<file path="config.mk">
export PLATFORM = sky130hd
export DESIGN_NAME = emr_ram
export DESIGN_NICKNAME = d
export VERILOG_FILES = /design/src/sv/emr_ram.sv
export SDC_FILE = /design/constraint.sdc
export NUM_CORES = 1
export LEC_CHECK = 0
export ABC_AREA = 1
export BUFFER_PORTS_ARGS = -buffer_cell sky130_fd_sc_hd__buf_4
export CAP_MARGIN = 25
export CORE_MARGIN = 2
export CORE_UTILIZATION = 41
export DETAILED_ROUTE_END_ITERATION = 8
export GPL_ROUTABILITY_DRIVEN = 0
export PLACE_DENSITY = 0.66
export SKIP_CTS_REPAIR_TIMING = 1
export SKIP_LAST_GASP = 1
export SYNTH_ARGS = -nofsm -noshare
export SYNTH_HDL_FRONTEND = slang
export SYNTH_SLANG_ARGS = --single-unit
</file>
<file path="constraint.sdc">
create_clock -name clk -period 1.5 [get_ports clk]
set_clock_uncertainty 0.15 [all_clocks]
set_input_delay 0.075 -clock clk [delete_from_list [all_inputs] [get_ports clk]]
set_output_delay 0.075 -clock clk [all_outputs]
set_load 0.01 [all_outputs]
</file>
<file path="src/sv/emr_ram.sv">
module emr_ram #(
  parameter int WIDTH = 8,
  parameter int DEPTH = 16
) (
  input  logic                     clk,
  input  logic                     we,
  input  logic [$clog2(DEPTH)-1:0] waddr,
  input  logic [WIDTH-1:0]         wdata,
  input  logic [$clog2(DEPTH)-1:0] raddr,
  output logic [WIDTH-1:0]         rdata
);
  logic [WIDTH-1:0] mem [DEPTH];

  // one write port, registered read
  always_ff @(posedge clk) begin
    if (we) mem[waddr] <= wdata;
    rdata <= mem[raddr];
  end
endmodule

</file>
**Word-level counts from Yosys, hierarchy flattened**

Memory sizes are Yosys's and may differ from the RTL's. A register that Yosys moved wholly into a read port is not among the register bits.
Index checks and enable logic that the tools add are counted.

- Register bits after elaboration: 0
- RAM bits: 128
- Bits of input ports: 18
- Output and inout port bits: 8
- Logic and storage cells: 3
- Memories: 1

Memory list:

| name | words | width | read ports | clocked after Yosys merged registers in | write ports | line | text |
|---|---|---|---|---|---|---|---|
| mem | 16 | 8 | 1 | 1 | 1 | 12 | `logic [WIDTH-1:0] mem [DEPTH];` |

- Muxes and demuxes: 2

Operators by type and width:

| kind | number |
|---|---|
| 1-bit 2-to-1 mux | 2 |

**Depth between registers and ports, before layout**

- Depth in word-level cells: 2
- Mapped depth: 8
- Gate-level depth less buffers: 7

**Worst setup path before layout**

No wires, ideal clock.

- Kind: input -> register
- From: input port waddr[2]
- To: memory mem[10][0] (enable)
- Setup time: 370 ps
- Arrival time: 656 ps
- Required time: 980 ps
- Slack: 324 ps
- Stages on the path: 2
- Buffers on the path: 0
- Cell sequence: nand3b_1 nor2_1

RTL lines:

| what | line | text |
|---|---|---|
| start: declaration | 7 | `input logic [$clog2(DEPTH)-1:0] waddr,` |
| end: declaration | 12 |  |

No word-level cell before the write port.

==> impl_metrics.ini <==
[status]
outcome = finished clean

[clock_network]
cts_tree = done
clock_sinks = 136
cts_max_level = 4
clk_pin_slew_worst_paths_ps = 60
cts-root-buf = clkbuf_16
clock_latency_ps = 420
clockBufferDepth = 2
cts_buffers = 17

[synthesis]
ys_ff_latch = 136
synth_compound_area_share_pct = 0
synthCells = 551
yosys_warnings = 0
syn_area_sq_mm = 0.00577
synth_top_area_cell = edfxtp_1
ys_types = 12
netlist.area_leader.share_pct = 66.7
synth-xor-area-share_pct = 0
yosys.area_share.simple_pct = 21.0
synthMuxAreaShare_pct = 0
synth_fa_ha_area_share_pct = 0
synth_top_family_by_area = simple AND/OR/NAND/NOR gates
syn_nets = 569
synth.avg_cell_area_sq_um = 10.5
synth.yosys.seq_area_share_pct = 69.4
synthTopCellsByArea = edfxtp_1 67%, nand2_1 11%, nand3_1 8.4%

[placed_design]
detailed_place_hpwl_um = 8210
port_buffers = 25

[detailed_routing]
first_iter_violations = 380
vias_per_cell = 4.92
drc = 0
dr.pass1.iters = 5
antenna_left = 0
route.met2.wl_um = 6220
m1WireLength_um = 5660
drt-total-wl_um = 13200
vias = 3923
routedWlPerCell_um = 16.5
routed.top_layer = met4
wl_met3_um = 964

[final_layout]
drive_gt1_share_pct = 13.3
nets = 623
antenna_cells = 0
final_util_pct = 50.3
area_growth_syn_to_layout_pct = 20.7

[pwr]
power.switching_w = 0.00196
p_leak_nw = 3.02
p_int_w = 0.00721
power_density_mw_per_mm2 = 1320
combPwrFrac_pct = 6.4
seq_power_share_pct = 46.6
clkPwrFrac_pct = 47.0
switching_share_pct = 21.4
ir_drop_v = 0.000865

[worst_hold_path]
min_path_type = input port to flip-flop
hold_depth = 6
hold_end = rdata[2]
hp-start = raddr[0]

[worst_setup_path]
crit_arrival_ps = 1360
crit_type = flip-flop to flip-flop
startpoint = mem[3][3]
reg2reg_to = rdata[3]
r2r-start = mem[3][3]
startpoint_type = flip-flop
cp-end-kind = flip-flop
crit_required_ps = 1670
crit_fanout = 1
r2r_cells = 6
r2r_setup_slack_ps = 310

[sta]
slew_headroom_pct = 74.3
rsz0062_at_grt = no
hold_ws_ps = 43.8
setup-tns-final_ps = 0
setup_viol = 0
worst_pin_slew_ps = 386
hold_violations = 0
min_period_over_period_pct = 79.5
finalMaxSlewViolations = 0
max_clock_freq_ghz = 0.839
fin_crit_ps = 1190

[job]
drv_cap = 0

[global_routing]
track_usage_pct = 18.7
grt_overflow_total = 0
grt_pass1_vias = 3845
antenna_found_initial = 0
grt_max_degree = 38
grt_pass1_wl_um = 20300

[floorplanning]
dieWidth_um = 123
rows = 43
start_util_pct = 41.7
fp.coreArea_sq_mm = 0.0138
fp.dieH_um = 123
die-area_sq_mm = 0.0150
ios = 26
==> critical path, stage by stage, from the launching register on <==
cell and delay, ps:
edfxtp_1 370, nand2_1 80, nand2_1 60, nand2_1 60, nand3_1 130, nand3_1 170
nand2_1 70
==> routing by layer <==
metal / up-vias / global-route usage, %
met5: - / 0
met4: 0 / 8.12
met3: 23 / 4.69
met2: 167 / 29.0
met1: 1854 / 25.0
li1: 1879 / -
==> synthesized netlist by cell type, drive strengths merged <==
master  instances
buf            24
nand3b          2
nand3          97
dfxtp           8
edfxtp        128
nor2           17
inv           102
nand2         173
==> stage by stage <==
| stage | total power (W) | setup slack (ps) | std cells | instance area [sq um] |
|---|---|---|---|---|
| 2_1_floorplan | 0.00466 | 324 | 551 | 5770 |
| 3_3_place_gp | 0.00491 | 188 | 757 | 6250 |
| 3_5_place_dp | 0.00492 | 168 | 757 | 6250 |
| 4_1_cts | 0.00919 | 316 | 789 | 6870 |
| 5_1_grt | 0.00943 | 211 | 798 | 6960 |
| 6_report | 0.00917 | 308 | 798 | 6960 |
==> cell families after synthesis <==
logic type	Yosys count
buf+inv	126
flops	136
simple gates	289
==> area by class of cell <==
| class | count | area (sq um) |
|---|---|---|
| fill | 1136 | 6870 |
| sequential | 136 | 4000 |
| multi-input combinational | 289 | 1210 |
| timing repair buffer | 59 | 515 |
| clock buffer | 22 | 474 |
| inverter | 102 | 383 |
| tap | 180 | 225 |
| clock inverter | 10 | 145 |
==> power groups by stage <==
stage / sequential, W / clock [W] / combinational [W]
after floorplan: 0.00436 / 0 / 0.000300
after global placement: 0.00435 / 0 / 0.000560
after detailed placement: 0.00436 / 0 / 0.000568
after CTS: 0.00428 / 0.00434 / 0.000571
after global routing: 0.00428 / 0.00450 / 0.000651
final: 0.00428 / 0.00431 / 0.000591
==> registers in the layout, summed over array words and instances (netlist names) <==
signal,count
rdata,8
mem,128
==> placed cells by master (no fill, tap or decap), drive strengths merged <==
cell type,instances
nand2,173
edfxtp,128
inv,102
nand3,97
buf,50
clkbuf,22
nor2,17
dlygate4sd3,9
dfxtp,8
clkinv,5
bufinv,3
nand3b,2
clkinvlp,2
==> how the worst max path moves through the flow <==
stage	end	slack, ps	cells after the start
after floorplan	mem[10][0]	320	2
after global placement	rdata[3]	190	9
after detailed placement	rdata[3]	170	9
after CTS	rdata[3]	320	6
after global routing	rdata[3]	210	6
final	rdata[3]	310	6
No activity file was read; power rests on OpenSTA's default activity.
